==> config.mk <==
export PLATFORM = sky130hd
export DESIGN_NAME = sd_spi_init_and_block_read
export DESIGN_NICKNAME = d
export VERILOG_FILES = /design/src/rtl/sdspi_pkg.sv /design/src/rtl/sdspi_cfg_regs.sv /design/src/rtl/sdspi_in_stage.sv /design/src/rtl/sdspi_seq.sv /design/src/rtl/sdspi_out_stage.sv /design/src/rtl/sd_spi_init_and_block_read.sv
export VERILOG_INCLUDE_DIRS = /design/src /design/src/rtl
export SDC_FILE = /design/constraint.sdc
export NUM_CORES = 1
export LEC_CHECK = 0
export BUFFER_PORTS_ARGS = -buffer_cell sky130_fd_sc_hd__buf_2
export CAP_MARGIN = 20
export CELL_PAD_IN_SITES_DETAIL_PLACEMENT = 0
export CELL_PAD_IN_SITES_GLOBAL_PLACEMENT = 1
export CORE_AREA = 2 2 142 214
export DETAILED_ROUTE_END_ITERATION = 8
export DIE_AREA = 0 0 144 216
export PLACE_DENSITY = 0.77
export SYNTH_ARGS = -nofsm -noshare
export SYNTH_HDL_FRONTEND = slang
export SYNTH_SLANG_ARGS = --single-unit
==> constraint.sdc <==
create_clock -name clk_i -period 4.7 [get_ports clk_i]
set_clock_uncertainty 0.05 [all_clocks]
set_input_delay 0.235 -clock clk_i [delete_from_list [all_inputs] [get_ports clk_i]]
set_output_delay 0.235 -clock clk_i [all_outputs]
set_load 0.01 [all_outputs]
==> src/rtl/sd_spi_init_and_block_read_macros.svh <==
// ----------------------------------------------------------------------------
// SD SPI sequencer assertion macros
// Concurrent assertion forms used by the sequencer core.
// ----------------------------------------------------------------------------
`ifndef SD_SPI_INIT_AND_BLOCK_READ_MACROS_SVH
`define SD_SPI_INIT_AND_BLOCK_READ_MACROS_SVH

// Same-cycle implication, checked outside reset.
`define SDSPI_ASSERT_IMPL(label, ante, cons, msg) \
  label: assert property (@(posedge clk_i) disable iff (!rst_ni) \
    (ante) |-> (cons)) else $error(msg);

// Next-cycle implication, checked outside reset.
`define SDSPI_ASSERT_NEXT(label, ante, cons, msg) \
  label: assert property (@(posedge clk_i) disable iff (!rst_ni) \
    (ante) |=> (cons)) else $error(msg);

`endif

==> src/rtl/sdspi_pkg.sv <==
// ----------------------------------------------------------------------------
// SD SPI sequencer package
// Types, codes and constants shared by the sequencer modules.
// ----------------------------------------------------------------------------
package sdspi_pkg;

  localparam int SectorBytes = 512;
  localparam int SectorCntW  = $clog2(SectorBytes + 1);
  localparam int ByteCntW    = (SectorCntW > 8) ? SectorCntW : 8;

  localparam int CfgIdxW  = 3;
  localparam int CfgDataW = 16;

  // Register indexes on the configuration port.
  localparam logic [CfgIdxW-1:0] RegWakeBytes    = 3'd0;
  localparam logic [CfgIdxW-1:0] RegIdleTries    = 3'd1;
  localparam logic [CfgIdxW-1:0] RegReadyTries   = 3'd2;
  localparam logic [CfgIdxW-1:0] RegTokenTries   = 3'd3;
  localparam logic [CfgIdxW-1:0] RegRespPolls    = 3'd4;
  localparam logic [CfgIdxW-1:0] RegSlowDivider  = 3'd5;
  localparam logic [CfgIdxW-1:0] RegFastDivider  = 3'd6;

  localparam logic [7:0]  WakeBytesRst   = 8'd20;
  localparam logic [7:0]  IdleTriesRst   = 8'd20;
  localparam logic [15:0] ReadyTriesRst  = 16'd1500;
  localparam logic [15:0] TokenTriesRst  = 16'd1000;
  localparam logic [7:0]  RespPollsRst   = 8'd8;
  localparam logic [7:0]  SlowDividerRst = 8'd255;
  localparam logic [7:0]  FastDividerRst = 8'd0;

  // Action codes of an input item.
  localparam logic [2:0] ActInit   = 3'd0;
  localparam logic [2:0] ActRead   = 3'd1;
  localparam logic [2:0] ActDetect = 3'd2;
  localparam logic [2:0] ActDeinit = 3'd3;
  localparam logic [2:0] ActReply  = 3'd4;

  // Status codes.
  localparam logic [3:0] StOk          = 4'd0;
  localparam logic [3:0] StCmd0NoResp  = 4'd1;
  localparam logic [3:0] StCmd0Bad     = 4'd2;
  localparam logic [3:0] StCmd8Bad     = 4'd3;
  localparam logic [3:0] StEchoBad     = 4'd4;
  localparam logic [3:0] StCmd55Bad    = 4'd5;
  localparam logic [3:0] StAcmd41Bad   = 4'd6;
  localparam logic [3:0] StAcmd41Tmo   = 4'd7;
  localparam logic [3:0] StNoHighCap   = 4'd8;
  localparam logic [3:0] StReadReject  = 4'd9;
  localparam logic [3:0] StTokenTmo    = 4'd10;
  localparam logic [3:0] StNoCard      = 4'd11;

  typedef struct packed {
    logic [7:0]  wake_bytes;
    logic [7:0]  idle_tries;
    logic [15:0] ready_tries;
    logic [15:0] token_tries;
    logic [7:0]  response_polls;
    logic [7:0]  slow_divider;
    logic [7:0]  fast_divider;
  } cfg_t;

  typedef struct packed {
    logic [2:0]  action;
    logic [31:0] lba;
    logic [7:0]  reply_byte;
  } in_item_t;

  typedef struct packed {
    logic       send_valid;
    logic [7:0] send_byte;
    logic       select_high;
    logic [7:0] clock_divider;
    logic       data_valid;
    logic [7:0] sector_byte;
    logic       data_last;
    logic       done_res;
    logic [3:0] status;
  } result_t;

  // A count register of zero behaves as one.
  function automatic logic [15:0] at_least_one(logic [15:0] v);
    return (v == 16'd0) ? 16'd1 : v;
  endfunction

endpackage

==> src/rtl/sdspi_cfg_regs.sv <==
// ----------------------------------------------------------------------------
// SD SPI configuration registers
// Holds the count and divider registers written through the plain write port.
// ----------------------------------------------------------------------------
module sdspi_cfg_regs (
  input  logic                           clk_i,
  input  logic                           rst_ni,
  input  logic                           cfg_we_i,
  input  logic [sdspi_pkg::CfgIdxW-1:0]  cfg_idx_i,
  input  logic [sdspi_pkg::CfgDataW-1:0] cfg_wdata_i,
  output sdspi_pkg::cfg_t                cfg_o
);
  import sdspi_pkg::*;

  cfg_t cfg_q;

  always_ff @(posedge clk_i or negedge rst_ni) begin
    if (!rst_ni) begin
      cfg_q.wake_bytes     <= WakeBytesRst;
      cfg_q.idle_tries     <= IdleTriesRst;
      cfg_q.ready_tries    <= ReadyTriesRst;
      cfg_q.token_tries    <= TokenTriesRst;
      cfg_q.response_polls <= RespPollsRst;
      cfg_q.slow_divider   <= SlowDividerRst;
      cfg_q.fast_divider   <= FastDividerRst;
    end else if (cfg_we_i) begin
      unique case (cfg_idx_i)
        RegWakeBytes:   cfg_q.wake_bytes     <= cfg_wdata_i[7:0];
        RegIdleTries:   cfg_q.idle_tries     <= cfg_wdata_i[7:0];
        RegReadyTries:  cfg_q.ready_tries    <= cfg_wdata_i;
        RegTokenTries:  cfg_q.token_tries    <= cfg_wdata_i;
        RegRespPolls:   cfg_q.response_polls <= cfg_wdata_i[7:0];
        RegSlowDivider: cfg_q.slow_divider   <= cfg_wdata_i[7:0];
        RegFastDivider: cfg_q.fast_divider   <= cfg_wdata_i[7:0];
        default: begin
        end
      endcase
    end
  end

  assign cfg_o = cfg_q;

endmodule

==> src/rtl/sdspi_in_stage.sv <==
// ----------------------------------------------------------------------------
// SD SPI input register
// Captures one input item and holds it until the sequencer takes it.
// ----------------------------------------------------------------------------
module sdspi_in_stage (
  input  logic                clk_i,
  input  logic                rst_ni,
  input  logic                in_valid_i,
  output logic                in_ready_o,
  input  sdspi_pkg::in_item_t item_i,
  input  logic                take_i,
  output logic                valid_o,
  output sdspi_pkg::in_item_t item_o
);
  import sdspi_pkg::*;

  logic     valid_q;
  in_item_t item_q;

  assign in_ready_o = !valid_q || take_i;

  always_ff @(posedge clk_i or negedge rst_ni) begin
    if (!rst_ni) begin
      valid_q <= 1'b0;
    end else if (in_ready_o) begin
      valid_q <= in_valid_i;
    end
  end

  always_ff @(posedge clk_i) begin
    if (in_ready_o && in_valid_i) begin
      item_q <= item_i;
    end
  end

  assign valid_o = valid_q;
  assign item_o  = item_q;

endmodule

==> src/rtl/sdspi_seq.sv <==
// ----------------------------------------------------------------------------
// SD SPI sequencer core
// Holds operation state, works out one item's result per cycle unless stalled.
// ----------------------------------------------------------------------------
`include "sd_spi_init_and_block_read_macros.svh"

module sdspi_seq (
  input  logic                clk_i,
  input  logic                rst_ni,
  input  sdspi_pkg::cfg_t     cfg_i,
  input  sdspi_pkg::in_item_t item_i,
  input  logic                fire_i,
  output logic                res_valid_o,
  output sdspi_pkg::result_t  res_o
);
  import sdspi_pkg::*;

  typedef enum logic [3:0] {
    PhIdle, PhWake, PhCmd0, PhCmd8, PhR7, PhCmd55, PhAcmd41, PhCmd58,
    PhOcr, PhCmd17, PhToken, PhData, PhCrc
  } phase_e;

  typedef enum logic [1:0] {
    OpInit, OpRead, OpDetect, OpDeinit
  } op_e;

  localparam logic [5:0]  CmdGoIdle     = 6'd0;
  localparam logic [5:0]  CmdIfCond     = 6'd8;
  localparam logic [5:0]  CmdReadSingle = 6'd17;
  localparam logic [5:0]  CmdSendOpCond = 6'd41;
  localparam logic [5:0]  CmdAppCmd     = 6'd55;
  localparam logic [5:0]  CmdReadOcr    = 6'd58;
  localparam logic [31:0] ArgIfCond     = 32'h0000_01AA;
  localparam logic [31:0] ArgHighCap    = 32'h4000_0000;
  localparam logic [11:0] EchoPattern   = 12'h1AA;
  localparam logic [7:0]  CrcGoIdle     = 8'h95;
  localparam logic [7:0]  CrcIfCond     = 8'h87;
  localparam logic [7:0]  FillByte      = 8'hFF;
  localparam logic [7:0]  StartToken    = 8'hFE;
  localparam logic [7:0]  CmdStartBits  = 8'h40;
  localparam logic [7:0]  R1Idle        = 8'h01;
  localparam logic [7:0]  R1Ready       = 8'h00;
  localparam logic [2:0]  FrameCrc      = 3'd5;
  localparam logic [2:0]  FramePoll     = 3'd6;

  phase_e                phase_q, phase_d;
  op_e                   op_q, op_d;
  logic [2:0]            frame_q, frame_d;
  logic [7:0]            poll_q, poll_d;
  logic [15:0]           retry_q, retry_d;
  logic [ByteCntW-1:0]   byte_cnt_q, byte_cnt_d;
  logic [5:0]            cmd_q, cmd_d;
  logic [31:0]           arg_q, arg_d;
  logic [31:0]           shift_q, shift_d;
  logic                  select_q, select_d;
  logic [7:0]            divider_q, divider_d;

  logic [ByteCntW-1:0]   cnt_inc;
  logic [15:0]           retry_inc;
  logic [7:0]            poll_inc;
  logic [2:0]            frame_inc;
  logic [31:0]           shift_next;
  logic [7:0]            reply;
  logic                  start_en;
  phase_e                start_phase;
  logic [5:0]            start_cmd;
  logic [31:0]           start_arg;
  result_t               res;

  function automatic logic [7:0] frame_byte(logic [2:0] idx, logic [5:0] cmd,
                                            logic [31:0] arg);
    unique case (idx)
      3'd0:    return CmdStartBits | {2'b00, cmd};
      3'd1:    return arg[31:24];
      3'd2:    return arg[23:16];
      3'd3:    return arg[15:8];
      3'd4:    return arg[7:0];
      default: begin
        if (cmd == CmdGoIdle) begin
          return CrcGoIdle;
        end else if (cmd == CmdIfCond) begin
          return CrcIfCond;
        end
        return FillByte;
      end
    endcase
  endfunction

  assign reply      = item_i.reply_byte;
  assign cnt_inc    = byte_cnt_q + ByteCntW'(1);
  assign retry_inc  = retry_q + 16'd1;
  assign poll_inc   = poll_q + 8'd1;
  assign frame_inc  = frame_q + 3'd1;
  assign shift_next = {shift_q[23:0], reply};

  always_comb begin
    phase_d     = phase_q;
    op_d        = op_q;
    frame_d     = frame_q;
    poll_d      = poll_q;
    retry_d     = retry_q;
    byte_cnt_d  = byte_cnt_q;
    cmd_d       = cmd_q;
    arg_d       = arg_q;
    shift_d     = shift_q;
    select_d    = select_q;
    divider_d   = divider_q;
    start_en    = 1'b0;
    start_phase = PhCmd0;
    start_cmd   = CmdGoIdle;
    start_arg   = 32'd0;
    res         = '0;
    res_valid_o = 1'b1;

    if (item_i.action > ActReply) begin
      res_valid_o = 1'b0;
    end else if (item_i.action == ActReply && phase_q == PhIdle) begin
      res_valid_o = 1'b0;
    end else begin
      unique case (item_i.action)
        ActInit, ActDetect: begin
          op_d           = (item_i.action == ActDetect) ? OpDetect : OpInit;
          divider_d      = cfg_i.slow_divider;
          select_d       = 1'b1;
          byte_cnt_d     = '0;
          retry_d        = 16'd0;
          phase_d        = PhWake;
          res.send_valid = 1'b1;
          res.send_byte  = FillByte;
        end
        ActRead: begin
          op_d        = OpRead;
          start_en    = 1'b1;
          start_phase = PhCmd17;
          start_cmd   = CmdReadSingle;
          start_arg   = item_i.lba;
        end
        ActDeinit: begin
          op_d         = OpDeinit;
          select_d     = 1'b1;
          divider_d    = cfg_i.slow_divider;
          phase_d      = PhIdle;
          res.done_res = 1'b1;
          res.status   = StOk;
        end
        default: begin
          unique case (phase_q)
            PhWake: begin
              byte_cnt_d = cnt_inc;
              if (16'(cnt_inc) < at_least_one({8'd0, cfg_i.wake_bytes})) begin
                res.send_valid = 1'b1;
                res.send_byte  = FillByte;
              end else begin
                select_d  = 1'b0;
                retry_d   = 16'd0;
                start_en  = 1'b1;
                start_phase = PhCmd0;
                start_cmd = CmdGoIdle;
                start_arg = 32'd0;
              end
            end
            PhR7, PhOcr: begin
              shift_d    = shift_next;
              byte_cnt_d = cnt_inc;
              if (cnt_inc < ByteCntW'(4)) begin
                res.send_valid = 1'b1;
                res.send_byte  = FillByte;
              end else if (phase_q == PhR7) begin
                if (shift_next[11:0] != EchoPattern) begin
                  select_d     = 1'b1;
                  divider_d    = cfg_i.slow_divider;
                  phase_d      = PhIdle;
                  res.done_res = 1'b1;
                  res.status   = StEchoBad;
                end else begin
                  retry_d     = 16'd0;
                  start_en    = 1'b1;
                  start_phase = PhCmd55;
                  start_cmd   = CmdAppCmd;
                  start_arg   = 32'd0;
                end
              end else if (!shift_next[30]) begin
                select_d     = 1'b1;
                divider_d    = cfg_i.slow_divider;
                phase_d      = PhIdle;
                res.done_res = 1'b1;
                res.status   = StNoHighCap;
              end else begin
                divider_d    = cfg_i.fast_divider;
                phase_d      = PhIdle;
                res.done_res = 1'b1;
                res.status   = StOk;
              end
            end
            PhToken: begin
              retry_d = retry_inc;
              if (reply == StartToken) begin
                phase_d        = PhData;
                byte_cnt_d     = '0;
                res.send_valid = 1'b1;
                res.send_byte  = FillByte;
              end else if (retry_inc >= at_least_one(cfg_i.token_tries)) begin
                phase_d      = PhIdle;
                res.done_res = 1'b1;
                res.status   = StTokenTmo;
              end else begin
                res.send_valid = 1'b1;
                res.send_byte  = FillByte;
              end
            end
            PhData: begin
              res.data_valid  = 1'b1;
              res.sector_byte = reply;
              res.send_valid  = 1'b1;
              res.send_byte   = FillByte;
              if (cnt_inc >= ByteCntW'(SectorBytes)) begin
                res.data_last = 1'b1;
                phase_d       = PhCrc;
                byte_cnt_d    = '0;
              end else begin
                byte_cnt_d = cnt_inc;
              end
            end
            PhCrc: begin
              byte_cnt_d = cnt_inc;
              if (cnt_inc < ByteCntW'(2)) begin
                res.send_valid = 1'b1;
                res.send_byte  = FillByte;
              end else begin
                phase_d      = PhIdle;
                res.done_res = 1'b1;
                res.status   = StOk;
              end
            end
            default: begin
              if (frame_q < FrameCrc) begin
                frame_d        = frame_inc;
                res.send_valid = 1'b1;
                res.send_byte  = frame_byte(frame_inc, cmd_q, arg_q);
              end else if (frame_q == FrameCrc) begin
                frame_d        = FramePoll;
                poll_d         = 8'd0;
                res.send_valid = 1'b1;
                res.send_byte  = FillByte;
              end else begin
                poll_d = poll_inc;
                if (!reply[7] ||
                    {8'd0, poll_inc} >= at_least_one({8'd0, cfg_i.response_polls})) begin
                  unique case (phase_q)
                    PhCmd0: begin
                      retry_d = retry_inc;
                      if (reply == R1Idle) begin
                        if (op_q == OpDetect) begin
                          select_d     = 1'b1;
                          divider_d    = cfg_i.slow_divider;
                          phase_d      = PhIdle;
                          res.done_res = 1'b1;
                          res.status   = StOk;
                        end else begin
                          start_en    = 1'b1;
                          start_phase = PhCmd8;
                          start_cmd   = CmdIfCond;
                          start_arg   = ArgIfCond;
                        end
                      end else if (retry_inc < at_least_one({8'd0, cfg_i.idle_tries})) begin
                        start_en    = 1'b1;
                        start_phase = PhCmd0;
                        start_cmd   = CmdGoIdle;
                        start_arg   = 32'd0;
                      end else begin
                        select_d     = 1'b1;
                        divider_d    = cfg_i.slow_divider;
                        phase_d      = PhIdle;
                        res.done_res = 1'b1;
                        if (op_q == OpDetect) begin
                          res.status = StNoCard;
                        end else if (reply == FillByte) begin
                          res.status = StCmd0NoResp;
                        end else begin
                          res.status = StCmd0Bad;
                        end
                      end
                    end
                    PhCmd8: begin
                      if (reply != R1Idle) begin
                        select_d     = 1'b1;
                        divider_d    = cfg_i.slow_divider;
                        phase_d      = PhIdle;
                        res.done_res = 1'b1;
                        res.status   = StCmd8Bad;
                      end else begin
                        phase_d        = PhR7;
                        byte_cnt_d     = '0;
                        shift_d        = 32'd0;
                        res.send_valid = 1'b1;
                        res.send_byte  = FillByte;
                      end
                    end
                    PhCmd55: begin
                      if (reply != R1Idle) begin
                        select_d     = 1'b1;
                        divider_d    = cfg_i.slow_divider;
                        phase_d      = PhIdle;
                        res.done_res = 1'b1;
                        res.status   = StCmd55Bad;
                      end else begin
                        start_en    = 1'b1;
                        start_phase = PhAcmd41;
                        start_cmd   = CmdSendOpCond;
                        start_arg   = ArgHighCap;
                      end
                    end
                    PhAcmd41: begin
                      retry_d = retry_inc;
                      if (reply == R1Ready) begin
                        start_en    = 1'b1;
                        start_phase = PhCmd58;
                        start_cmd   = CmdReadOcr;
                        start_arg   = 32'd0;
                      end else if (reply != R1Idle) begin
                        select_d     = 1'b1;
                        divider_d    = cfg_i.slow_divider;
                        phase_d      = PhIdle;
                        res.done_res = 1'b1;
                        res.status   = StAcmd41Bad;
                      end else if (retry_inc < at_least_one(cfg_i.ready_tries)) begin
                        start_en    = 1'b1;
                        start_phase = PhCmd55;
                        start_cmd   = CmdAppCmd;
                        start_arg   = 32'd0;
                      end else begin
                        select_d     = 1'b1;
                        divider_d    = cfg_i.slow_divider;
                        phase_d      = PhIdle;
                        res.done_res = 1'b1;
                        res.status   = StAcmd41Tmo;
                      end
                    end
                    PhCmd58: begin
                      phase_d        = PhOcr;
                      byte_cnt_d     = '0;
                      shift_d        = 32'd0;
                      res.send_valid = 1'b1;
                      res.send_byte  = FillByte;
                    end
                    default: begin
                      if (reply != R1Ready) begin
                        phase_d      = PhIdle;
                        res.done_res = 1'b1;
                        res.status   = StReadReject;
                      end else begin
                        phase_d        = PhToken;
                        retry_d        = 16'd0;
                        res.send_valid = 1'b1;
                        res.send_byte  = FillByte;
                      end
                    end
                  endcase
                end else begin
                  res.send_valid = 1'b1;
                  res.send_byte  = FillByte;
                end
              end
            end
          endcase
        end
      endcase
    end

    if (start_en) begin
      phase_d        = start_phase;
      cmd_d          = start_cmd;
      arg_d          = start_arg;
      frame_d        = 3'd0;
      poll_d         = 8'd0;
      res.send_valid = 1'b1;
      res.send_byte  = CmdStartBits | {2'b00, start_cmd};
    end

    res.select_high   = select_d;
    res.clock_divider = divider_d;
  end

  always_ff @(posedge clk_i or negedge rst_ni) begin
    if (!rst_ni) begin
      phase_q    <= PhIdle;
      op_q       <= OpInit;
      frame_q    <= 3'd0;
      poll_q     <= 8'd0;
      retry_q    <= 16'd0;
      byte_cnt_q <= '0;
      cmd_q      <= CmdGoIdle;
      arg_q      <= 32'd0;
      shift_q    <= 32'd0;
      select_q   <= 1'b1;
      divider_q  <= SlowDividerRst;
    end else if (fire_i) begin
      phase_q    <= phase_d;
      op_q       <= op_d;
      frame_q    <= frame_d;
      poll_q     <= poll_d;
      retry_q    <= retry_d;
      byte_cnt_q <= byte_cnt_d;
      cmd_q      <= cmd_d;
      arg_q      <= arg_d;
      shift_q    <= shift_d;
      select_q   <= select_d;
      divider_q  <= divider_d;
    end
  end

  assign res_o = res;

  `SDSPI_ASSERT_IMPL(a_done_no_send, res_valid_o, !(res.done_res && res.send_valid), "done with request")
  `SDSPI_ASSERT_IMPL(a_last_is_data, res_valid_o && res.data_last, res.data_valid, "last without data")
  `SDSPI_ASSERT_IMPL(a_status_done, res_valid_o && (res.status != StOk), res.done_res, "status without done")
  `SDSPI_ASSERT_NEXT(a_last_to_crc, fire_i && res_valid_o && res.data_last, phase_q == PhCrc, "no crc phase")

endmodule

==> src/rtl/sdspi_out_stage.sv <==
// ----------------------------------------------------------------------------
// SD SPI result register
// Holds one result item until the receiver takes it.
// ----------------------------------------------------------------------------
module sdspi_out_stage (
  input  logic               clk_i,
  input  logic               rst_ni,
  input  logic               load_i,
  input  sdspi_pkg::result_t res_i,
  output logic               free_o,
  output logic               out_valid_o,
  input  logic               out_ready_i,
  output sdspi_pkg::result_t res_o
);
  import sdspi_pkg::*;

  logic    valid_q;
  result_t res_q;

  assign free_o = !valid_q || out_ready_i;

  always_ff @(posedge clk_i or negedge rst_ni) begin
    if (!rst_ni) begin
      valid_q <= 1'b0;
    end else if (free_o) begin
      valid_q <= load_i;
    end
  end

  always_ff @(posedge clk_i) begin
    if (free_o && load_i) begin
      res_q <= res_i;
    end
  end

  assign out_valid_o = valid_q;
  assign res_o       = res_q;

endmodule

==> src/rtl/sd_spi_init_and_block_read.sv <==
// ----------------------------------------------------------------------------
// SD card SPI-mode host sequencer
// Init, detect, single-block read and deinit over a byte exchange channel.
// ----------------------------------------------------------------------------
// The input channel carries commands (init, read, detect, deinit) and, with
// action 4, the byte received in the previous exchange. Each accepted item
// except an ignored one yields one result item on the output channel: a
// byte to exchange, chip select level, clock divider, a sector data byte
// and, at the end of an operation, done with its status.
// An item passes the input register and then the result register before
// its result is shown on the output channel. One item can be accepted
// every cycle while the result register is free; in use the pace is one
// item per SPI byte exchange. A stalled receiver holds the result
// register, and one further item waits in the input register before the
// input stalls.
// After reset the block is idle with chip select high and the slow divider,
// and the configuration registers hold their default counts. A command
// that arrives during an operation aborts it and starts the new one.
// ----------------------------------------------------------------------------
module sd_spi_init_and_block_read (
  input  logic                           clk_i,
  input  logic                           rst_ni,
  input  logic                           cfg_we_i,
  input  logic [sdspi_pkg::CfgIdxW-1:0]  cfg_idx_i,
  input  logic [sdspi_pkg::CfgDataW-1:0] cfg_wdata_i,
  input  logic                           in_valid_i,
  output logic                           in_ready_o,
  input  logic [2:0]                     action_i,
  input  logic [31:0]                    lba_i,
  input  logic [7:0]                     reply_byte_i,
  output logic                           out_valid_o,
  input  logic                           out_ready_i,
  output logic                           send_valid_o,
  output logic [7:0]                     send_byte_o,
  output logic                           select_high_o,
  output logic [7:0]                     clock_divider_o,
  output logic                           data_valid_o,
  output logic [7:0]                     sector_byte_o,
  output logic                           data_last_o,
  output logic                           done_res_o,
  output logic [3:0]                     status_o
);
  import sdspi_pkg::*;

  cfg_t     cfg;
  in_item_t in_item;
  in_item_t work_item;
  logic     work_valid;
  logic     out_free;
  logic     fire;
  logic     res_valid;
  result_t  res;
  result_t  out_res;

  assign in_item.action     = action_i;
  assign in_item.lba        = lba_i;
  assign in_item.reply_byte = reply_byte_i;

  assign fire = work_valid && out_free;

  sdspi_cfg_regs u_cfg (
    .clk_i       (clk_i),
    .rst_ni      (rst_ni),
    .cfg_we_i    (cfg_we_i),
    .cfg_idx_i   (cfg_idx_i),
    .cfg_wdata_i (cfg_wdata_i),
    .cfg_o       (cfg)
  );

  sdspi_in_stage u_in (
    .clk_i      (clk_i),
    .rst_ni     (rst_ni),
    .in_valid_i (in_valid_i),
    .in_ready_o (in_ready_o),
    .item_i     (in_item),
    .take_i     (out_free),
    .valid_o    (work_valid),
    .item_o     (work_item)
  );

  sdspi_seq u_seq (
    .clk_i       (clk_i),
    .rst_ni      (rst_ni),
    .cfg_i       (cfg),
    .item_i      (work_item),
    .fire_i      (fire),
    .res_valid_o (res_valid),
    .res_o       (res)
  );

  sdspi_out_stage u_out (
    .clk_i       (clk_i),
    .rst_ni      (rst_ni),
    .load_i      (fire && res_valid),
    .res_i       (res),
    .free_o      (out_free),
    .out_valid_o (out_valid_o),
    .out_ready_i (out_ready_i),
    .res_o       (out_res)
  );

  assign send_valid_o    = out_res.send_valid;
  assign send_byte_o     = out_res.send_byte;
  assign select_high_o   = out_res.select_high;
  assign clock_divider_o = out_res.clock_divider;
  assign data_valid_o    = out_res.data_valid;
  assign sector_byte_o   = out_res.sector_byte;
  assign data_last_o     = out_res.data_last;
  assign done_res_o      = out_res.done_res;
  assign status_o        = out_res.status;

endmodule

==> results.yml, run 1 <==
power:
  intPower_w: 0.00522
  ir_drop_uv: 319
  clkPwrFrac: 0.268
  p_leak_nw: 7.05
  seqPwrFrac: 0.385
  fin_total_pwr_w: 0.00828
  p_comb_frac: 0.347
  netSwitchingPower_w: 0.00306
  swShare: 0.370
  power_density_nw_per_um2: 500
sta:
  slew_viol_final: 0
  fmax_mhz: 226
  relSlewSlack: 0.255
  rsz0062_at_grt: "yes"
  finalWorstSetupSlack_ns: 0.272
  hold_violations: 0
  min_period_ns: 4.43
  hold_ws_ns: 0.102
  setup_viol: 0
  worst_pin_slew_ns: 1.12
  finalCritPeriodShare: 0.942
hold_path:
  min_path_cells: 2
  hold_class: "in2reg"
  hold_start: "cfg_wdata_i[0]"
  min_to: "u_cfg.cfg_o[64]"
worst_setup_path:
  worst_r2r_endpoint: "u_seq.frame_q[0]"
  crit_path_max_fanout: 8
  worstSetupPathType: "reg2reg"
  reg2reg_from: "u_seq.retry_q[0]"
  r2r_cells: 15
  rrSetupSlack_ns: 0.27
  end_kind: "flip-flop"
  critPathArrivalTime_ns: 4.86
  cp.required_ns: 5.13
  startpoint_type: "flip-flop"
detailed_routing:
  dr.pass1.iters: 6
  ant_nets: 0
  finalWirelength_um: 41400
  routedWlPerCell_um: 20.5
  viasPerCell: 5.83
  drc_errors: 0
  vias: 11800
  drt_iter0_drc: 678
cts:
  cts_max_level: 1
  postCtsSetupBuffers: 0
  cts_root_buffer: "clkbuf_16"
  numCtsBuffers: 27
  cts_buffer_depth: 3
  numClockSinks: 247
  clock_latency_ns: 0.57
  cts_tree: "built"
  clk_pin_slew_ns: 0.06
logic_synthesis:
  synth.distinct_cells: 82
  yosysSeqAreaShare: 0.475
  ys_warn_count: 0
  synth.cell_area_um2: 13900
  synth_edf_count: 76
  synth_seq_cells: 247
  synth_nets: 1560
  yosys-top-cells-area: "dfrtp_1 25%, edfxtp_1 16%, dfstp_2 6.6%, ha_1 5.9%, o21ai_0 4.6%"
  yosys.area.top_type: "dfrtp_1"
  synth_cells: 1427
  postSynth.asyncResetShare: 0.692
  ys.flop_type: "dfrtp_1"
  synth_area_per_cell_um2: 9.73
  synth.top_cell.area_share: 0.245
finish:
  layout-drive-gt1-share: 0.188
  nets: 1733
  instances_no_fill: 2016
  area_growth_pct: 19.3
  antenna_cells: 0
  final_core_util: 0.568
  fillers: 2544
floorplanning:
  io_pins: 102
  std_cell_rows: 77
  core_area_um2: 29200
  die_area_um2: 31100
  die_y_um: 216
  dieWidth_um: 144
  start_util: 0.476
global_route:
  grt_util_all_layers: 0.268
  antenna_found_initial: 0
  grt_max_degree: 93
  grt_first_pass_wirelength_um: 64900
  grt_pass1_vias: 11800
  grt.overflow.total: 0
placed_design:
  pre_cts_ws_ns: 0.293
  portBuffers: 101
  dp_cells: 1903
  place_congestion: 0.985
  dp_hpwl_um: 30500
flow_run:
  drv_cap: 0
outcome:
  status: "completed"
## area by class of cell
class	count	area [µm²]	area share
clock buffers	35	747	0.0451
clock inverters	15	183	0.0110
inverters	85	319	0.0193
multi-input cells	1028	6700	0.404
flip-flops and latches	247	6610	0.399
well taps	395	494	0.0298
repair buffers	211	1530	0.0922
## worst max-delay path by stage
stage	slack, ns	start	depth (start not counted)	endpoint
finish	0.27	u_seq.retry_q[0]	15	u_seq.frame_q[0]
CTS	0.25	u_seq.retry_q[6]	14	u_seq.poll_q[7]
global placement	0.43	u_seq.retry_q[6]	14	u_seq.poll_q[3]
detailed placement	0.29	u_seq.retry_q[6]	14	u_seq.poll_q[7]
floorplan	0.71	u_seq.retry_q[2]	17	u_seq.arg_q[10]
global route	-0.002	u_seq.retry_q[0]	14	u_seq.phase_q[2]
## layer usage
layer,GRT usage,vias up,share of wire
li1,-,5604,-
met4,0.137,0,0.055
met5,0,-,0
met3,0.0324,117,0.044
met1,0.305,5663,0.39
met2,0.487,376,0.52
## through the flow
| stage | area [µm²] | setup TNS [ns] |
|---|---|---|
| finish | 16600 | 0 |
| global route | 16600 | -0.00331 |
| CTS | 16600 | 0 |
| detailed placement | 15000 | 0 |
| global placement | 15000 | 0 |
| floorplan | 13900 | 0 |
## cells in the mapped netlist (5+ instances only)
| cell | instances |
|---|---|
| a221oi_1 | 6 |
| buf_2 | 9 |
| nand3b_1 | 5 |
| dfrtp_1 | 136 |
| ha_1 | 66 |
| o2bb2ai_1 | 6 |
| nor3_1 | 36 |
| o32ai_1 | 5 |
| a21oi_1 | 82 |
| edfxtp_1 | 76 |
| a2111oi_0 | 5 |
| clkbuf_1 | 52 |
| nand2_1 | 160 |
| o21ai_0 | 127 |
| nor4_1 | 21 |
| and2_1 | 14 |
| a31oi_1 | 13 |
| dfstp_2 | 35 |
| a222oi_1 | 8 |
| a22o_1 | 35 |
| or2_2 | 9 |
| nor2_1 | 100 |
| xor2_1 | 10 |
| nand4_1 | 17 |
| mux2i_1 | 7 |
| o22ai_1 | 5 |
| a221o_1 | 5 |
| o211ai_1 | 7 |
| o31ai_1 | 12 |
| xnor2_1 | 19 |
| a32oi_1 | 6 |
| and3_1 | 5 |
| o21a_1 | 6 |
| or3_1 | 13 |
| or4_1 | 5 |
| a211oi_1 | 5 |
| nand2b_1 | 21 |
| nand3_1 | 39 |
| inv_1 | 85 |
| a21o_1 | 8 |
| a22oi_1 | 8 |
| nor3b_1 | 5 |
| mux2_2 | 47 |
| nor2b_1 | 15 |
## critical path, cell delays in order, from the launching register on
cell and delay, ns:
dfrtp_1 0.49, ha_1 0.40, nand2_1 0.18, xnor2_1 0.16, buf_4 0.16, ha_1 0.27
nand2_1 0.05, o21ai_0 0.35, o211ai_1 0.23, a211oi_1 0.46, a2111oi_4 0.13, o31ai_2 0.36
nand2_1 0.25, buf_4 0.22, or4_1 0.47, o21ai_0 0.09
## placed cells by master, fill, tap and decap left out, types with 6 or more instances in the layout
cell type / count
a21o_1: 8
a21oi_1: 82
a221oi_1: 6
a222oi_1: 8
a22o_1: 35
a22oi_1: 8
a31oi_1: 13
a32oi_1: 6
and2_1: 12
buf_2: 100
buf_4: 44
clkbuf_16: 28
dfrtp_1: 136
dfstp_2: 35
dlygate4sd3_1: 62
edfxtp_1: 76
ha_1: 66
inv_1: 85
mux2_2: 47
mux2i_1: 7
nand2_1: 160
nand2b_1: 21
nand3_1: 39
nand4_1: 17
nor2_1: 100
nor2b_1: 15
nor3_1: 35
nor4_1: 21
o211ai_1: 7
o21a_1: 6
o21ai_0: 127
o2bb2ai_1: 6
o31ai_1: 12
or2_2: 9
or3_1: 13
xnor2_1: 19
xor2_1: 10
## cell families (layout without fill, tap and decap cells)
group | count (synthesis) | in the layout | synth area share
flip-flops | 247 | 247 | 0.475
buffers and inverters | 152 | 346 | 0.0440
multiplexers | 54 | 54 | 0.0431
AND/OR/NAND/NOR | 484 | 484 | 0.171
AO/OA/AOI/OAI | 395 | 395 | 0.189
XOR/XNOR | 29 | 29 | 0.0183
adder cells (fa/ha/maj) | 66 | 66 | 0.0594
## power by group through the flow
stage	Sequential (W)	Combinational, W	Clock (W)
3_3_place_gp	0.00321	0.00278	0
5_1_grt	0.00325	0.00321	0.00234
6_report	0.00319	0.00287	0.00222
2_1_floorplan	0.00309	0.00196	0
3_5_place_dp	0.00321	0.00282	0
4_1_cts	0.00318	0.00286	0.00226
## registers in the layout, summed over array words and instances (netlist names)
| signal | cells |
|---|---|
| u_seq.shift_q | 7 |
| u_seq.select_q | 1 |
| u_seq.arg_q | 32 |
| u_out.out_valid_o | 1 |
| u_seq.byte_cnt_q | 10 |
| u_in.item_o | 43 |
| u_seq.phase_q | 4 |
| u_seq.op_q | 2 |
| u_seq.cmd_q | 6 |
| u_seq.poll_q | 8 |
| u_cfg.cfg_o | 72 |
| u_seq.retry_q | 16 |
| u_seq.divider_q | 8 |
| u_seq.frame_q | 3 |
| u_out.res_o | 33 |
| u_in.valid_o | 1 |
## repair_timing
action,4_1_cts,5_1_grt
hold buffers,62,0
endpoints found under the setup margin,0,11
resized for setup,0,2
endpoints found under the hold margin,171,0
No activity file was read; power rests on OpenSTA's default activity.
==> inputs of run 2 (changes only) <==
- CORE_AREA: 2 2 142 214 -> 2 2 141 212
- CTS_BUF_LIST: unset -> sky130_fd_sc_hd__clkbuf_2 sky130_fd_sc_hd__clkbuf_4 sky130_fd_sc_hd__clkbuf_8
- DIE_AREA: 0 0 144 216 -> 0 0 143 214
- PLACE_DENSITY: 0.77 -> 0.78
==> run 2 against run 1 <==
Compared with the run above:
- clock-buffer cell count rose by 31
- worst setup slack improved by 0.032 ns
- hold slack got worse by 0.037 ns
- sequential cell count unchanged
- die area is 1.6% lower
- register-to-register slack improved by 0.03 ns
- clock power decreased by 6%
- first-iteration DRC count grew 15%
- fmax increased by 0.72%
- sequential share of layout area hardly changed
- wire length increased by 4.0%
- critical endpoint is now u_out.res_o[15]
- largest power group unchanged
==> results.yml, run 2 (same netlist as run 1, synthesis figures left out) <==
outcome:
  status: "completed"
flow_run:
  drv_cap: 0
sta:
  setup_viol: 0
  fmax_mhz: 227
  rsz0062_at_grt: "no"
  relSlewSlack: 0.285
  hold_ws_ns: 0.0643
  slew_viol_final: 0
  finalWorstSetupSlack_ns: 0.303
  min_period_ns: 4.40
  worst_pin_slew_ns: 1.07
  hold_violations: 0
  timing.setup.tns_ns: 0
  finalCritPeriodShare: 0.935
detailed_routing:
  routedWlPerCell_um: 21.1
  dr.pass1.iters: 5
  vias: 11900
  drt_iter0_drc: 778
  viasPerCell: 5.86
  drc_errors: 0
  finalWirelength_um: 43000
  ant_nets: 0
cts:
  numCtsBuffers: 42
  cts_buffer_depth: 3
  postCtsSetupBuffers: 0
  cts_max_level: 2
  cts_root_buffer: "clkbuf_8"
  clk_pin_slew_ns: 0.06
  numClockSinks: 247
  cts_tree: "built"
  clock_latency_ns: 0.58
finish:
  nets: 1751
  antenna_cells: 0
  layout-drive-gt1-share: 0.203
  layout_common_cells: "160 x nand2_1, 136 x dfrtp_1, 127 x o21ai_0"
  final_common_cell: "nand2_1"
  fillers: 2504
  multiInputGateArea_um2: 6700
  area_growth_pct: 19.2
  register_area_um2: 6610
  largest_reg_flops: 72
  final_core_util: 0.579
power:
  swShare: 0.376
  power_density_nw_per_um2: 497
  seqPwrFrac: 0.392
  ir_drop_uv: 255
  netSwitchingPower_w: 0.00309
  intPower_w: 0.00513
  clkPwrFrac: 0.254
  p_leak_nw: 7.10
  p_comb_frac: 0.353
placed_design:
  pre_cts_ws_ns: 0.241
  portBuffers: 101
  dp_hpwl_um: 31500
  place_congestion: 0.989
floorplanning:
  io_pins: 102
  die_y_um: 214
  start_util: 0.485
  die_area_um2: 30600
  dieWidth_um: 143
  core_area_um2: 28600
  std_cell_rows: 76
global_route:
  top_usage_layer: "met2"
  antenna_found_initial: 0
  grt_util_all_layers: 0.281
  grt_max_degree: 94
  grt_pass1_vias: 12200
  gr-usage-met3: 0.0387
  global_route.usage.met2: 0.507
  met1_usage: 0.312
  grt_first_pass_wirelength_um: 66600
  grt.overflow.total: 0
worst_setup_path:
  end_kind: "flip-flop"
  cp.required_ns: 5.07
  critPathArrivalTime_ns: 4.77
  crit_path_max_fanout: 8
  worstSetupPathType: "reg2reg"
  startpoint_type: "flip-flop"
hold_path:
  hold_class: "in2reg"
[run 2: area by class of cell]
cell class | count | share of cell area
multi-input combinational | 1028 | 0.405
tap | 390 | 0.0295
sequential | 247 | 0.399
clock buffer | 66 | 0.0484
clock inverter | 9 | 0.00567
timing repair buffer | 214 | 0.0936
inverter | 85 | 0.0193
[run 2: layer usage]
layer	up-vias	share of wire
li1	5641	-
met1	5756	0.38
met2	403	0.52
met3	142	0.044
met4	0	0.060
met5	-	0
[run 2: what timing repair did]
item	CTS	global route
setup endpoints to repair	0	7
resized for setup	0	2
hold buffers	62	0
hold endpoints to repair	156	0
[run 2: worst max-delay path, cell delays in order (launching register included)]
cell and delay (ns):
dfrtp_1 0.50, nand2_1 0.19, or3_1 0.44, inv_1 0.09, and3_1 0.17, xor2_1 0.27
ha_1 0.30, a21oi_1 0.14, o21ai_0 0.10, a221o_1 0.50, inv_1 0.12, a211o_1 0.15
o221ai_1 0.30, a2111oi_0 0.65, o2bb2ai_1 0.16, nor2_1 0.12
[run 2: through the flow]
step / instance area, µm² / instances / power [W]
final: 16600 / 2039 / 0.00822
after global routing: 16600 / 2039 / 0.00871
after CTS: 16500 / 2038 / 0.00823
after detailed placement: 15000 / 1901 / 0.00608
after global placement: 15000 / 1901 / 0.00603
after floorplan: 13900 / 1427 / 0.00505
[run 2: worst paths after layout]
path                       cells after the start        startpoint                to  slack [ns]
hold / removal                                 2    cfg_wdata_i[0]   u_cfg.cfg_o[64]        0.06
setup reg to reg                              15  u_seq.retry_q[0]   u_out.res_o[15]        0.30
max in group asynchronous                      3            rst_ni   u_cfg.cfg_o[13]        3.36
hold reg to reg                                2   u_seq.arg_q[27]   u_seq.arg_q[27]        0.42
min in group asynchronous                      2            rst_ni  u_seq.shift_q[2]        0.23
setup / recovery                              15  u_seq.retry_q[0]   u_out.res_o[15]        0.30
[run 2: power by group through the flow]
stage	logic (W)	clock network, W	registers [W]
final	0.00291	0.00209	0.00323
after global routing	0.00320	0.00222	0.00328
after CTS	0.00288	0.00214	0.00321
after detailed placement	0.00284	0	0.00324
after global placement	0.00279	0	0.00324
after floorplan	0.00196	0	0.00309
==> inputs of run 3 (changes only) <==
- RECOVER_POWER: unset -> 50
==> run 3 against run 2 <==
Compared with the run above:
- total power decreased by 0.16%
- non-clock buffer count stayed put
- core utilization is 0.28 points lower
- the run now ends with capacitance limit, slew limit left
- hold slack got worse by 0.0039 ns
- wire length increased by 0.28%
- via count up 0.15%
- highest routed layer unchanged
- first-iteration DRC count increased by 2.3%
- final cell count did not move
- critical path depth is the same
==> results.yml, run 3 (same netlist as run 1, synthesis figures left out) <==
outcome:
  status: "finished with violations"
  failed_checks: "capacitance limit, slew limit"
cts:
  clk_pin_slew_ns: 0.06
  clock_latency_ns: 0.58
  postCtsSetupBuffers: 0
  cts_root_buffer: "clkbuf_8"
  cts_buffer_depth: 3
  cts_max_level: 2
  numCtsBuffers: 42
  numClockSinks: 247
  cts_tree: "built"
global_route:
  global_route.usage.met2: 0.507
  met1_usage: 0.312
  antenna_found_initial: 0
  grt.overflow.total: 0
  grt_max_degree: 94
  grt_pass1_vias: 12200
  top_usage_layer: "met2"
  gr-usage-met3: 0.0387
  grt_util_all_layers: 0.281
  grt_first_pass_wirelength_um: 66600
placed_design:
  dp_hpwl_um: 31500
  place_congestion: 0.989
  placed_area_um2: 15000
  portBuffers: 101
finish:
  layout-drive-gt1-share: 0.175
  final_common_cell: "nand2_1"
  fillers: 2540
  layout_common_cells: "160 x nand2_1, 136 x dfrtp_1, 127 x o21ai_0"
  nets: 1751
  final_cell_area_um2: 16500
  register_area_um2: 6610
  largest_reg_flops: 72
  antenna_cells: 0
  area_growth_pct: 18.6
  multiInputGateArea_um2: 6700
sta:
  hold_violations: 0
  rsz0062_at_grt: "no"
  setup_viol: 0
  fmax_mhz: 228
  worst_pin_slew_ns: 2.12
  relSlewSlack: -0.414
  timing.setup.tns_ns: 0
  finalCritPeriodShare: 0.934
  min_period_ns: 4.39
  slew_viol_final: 174
detailed_routing:
  ant_nets: 0
  drt_iter0_drc: 796
  dr.pass1.iters: 7
  drc_errors: 0
  finalWirelength_um: 43100
  vias: 12000
  viasPerCell: 5.87
  routedWlPerCell_um: 21.1
floorplanning:
  core_area_um2: 28600
  dieWidth_um: 143
  die_area_um2: 30600
  die_y_um: 214
  io_pins: 102
  std_cell_rows: 76
  start_util: 0.485
flow_run:
  drv_cap: 2
hold_path:
  hold_start: "cfg_wdata_i[0]"
  min_to: "u_cfg.cfg_o[64]"
  hold_class: "in2reg"
  min_path_cells: 2
power:
  fin_total_pwr_w: 0.00821
  ir_drop_uv: 255
  power_density_nw_per_um2: 498
  p_leak_nw: 6.96
worst_setup_path:
  end_kind: "flip-flop"
  worst_r2r_endpoint: "u_seq.phase_q[2]"
  worstSetupPathType: "reg2reg"
  critPathArrivalTime_ns: 4.79
  rrSetupSlack_ns: 0.31
  crit_path_max_fanout: 7
  r2r_cells: 15
  cp.required_ns: 5.10
  startpoint_type: "flip-flop"
  reg2reg_from: "u_seq.retry_q[2]"
-- run 3: per-layer routing --
| layer | vias to the layer above | routed length, µm |
|---|---|---|
| li1 | 5637 | - |
| met1 | 5770 | 16200 |
| met2 | 407 | 22400 |
| met3 | 146 | 1920 |
| met4 | 0 | 2590 |
| met5 | - | 0 |
-- run 3: repair_timing --
item,CTS,global route
endpoints found under the setup margin,0,7
endpoints found under the hold margin,156,0
gates resized for setup,0,2
hold buffers,62,0
-- run 3: cell type report --
type                            instances  area share
Clock buffer                           66      0.0487
Clock inverter                          9     0.00570
Inverter                               85      0.0194
Multi-Input combinational cell       1028       0.407
Sequential cell                       247       0.401
Tap cell                              390      0.0296
Timing Repair Buffer                  214      0.0891
-- run 3: where the power goes --
part	switching, W	internal (W)	total [W]
combinational	0.00176	0.00113	0.00289
sequential	0.000437	0.00279	0.00323
clock	0.000898	0.00119	0.00209
-- run 3: worst max-delay path, stage by stage (launching register included) --
cell and delay [ns]:
dfrtp_1 0.46, nand3_1 0.16, nor2_1 0.15, nand4_1 0.16
xnor2_1 0.17, buf_4 0.17, ha_1 0.30, nand2_1 0.07
o21ai_0 0.39, o211ai_1 0.23, a211oi_1 0.49, a2111oi_4 0.13
o31ai_2 0.34, nand2_1 0.29, a21oi_2 0.32, mux2_2 0.37
-- run 3: per-stage QoR --
| step | instances | worst slack [ns] | hold WS [ns] | utilization |
|---|---|---|---|---|
| floorplan | 1427 | 0.705 | -0.111 | - |
| global placement | 1901 | 0.375 | 0.272 | 0.525 |
| detailed placement | 1901 | 0.241 | 0.271 | 0.525 |
| CTS | 2038 | 0.225 | 0.0541 | 0.578 |
| global route | 2039 | 0.0473 | 0.0610 | 0.576 |
| finish | 2039 | 0.311 | 0.0603 | 0.576 |
-- run 3: worst max path at each step --
| stage | start | end |
|---|---|---|
| floorplan | u_seq.retry_q[2] | u_seq.arg_q[10] |
| global placement | u_seq.retry_q[0] | u_seq.poll_q[3] |
| detailed placement | u_seq.retry_q[0] | u_seq.poll_q[7] |
| CTS | u_seq.retry_q[0] | u_seq.poll_q[7] |
| global route | u_seq.retry_q[0] | u_seq.poll_q[7] |
| finish | u_seq.retry_q[2] | u_seq.phase_q[2] |
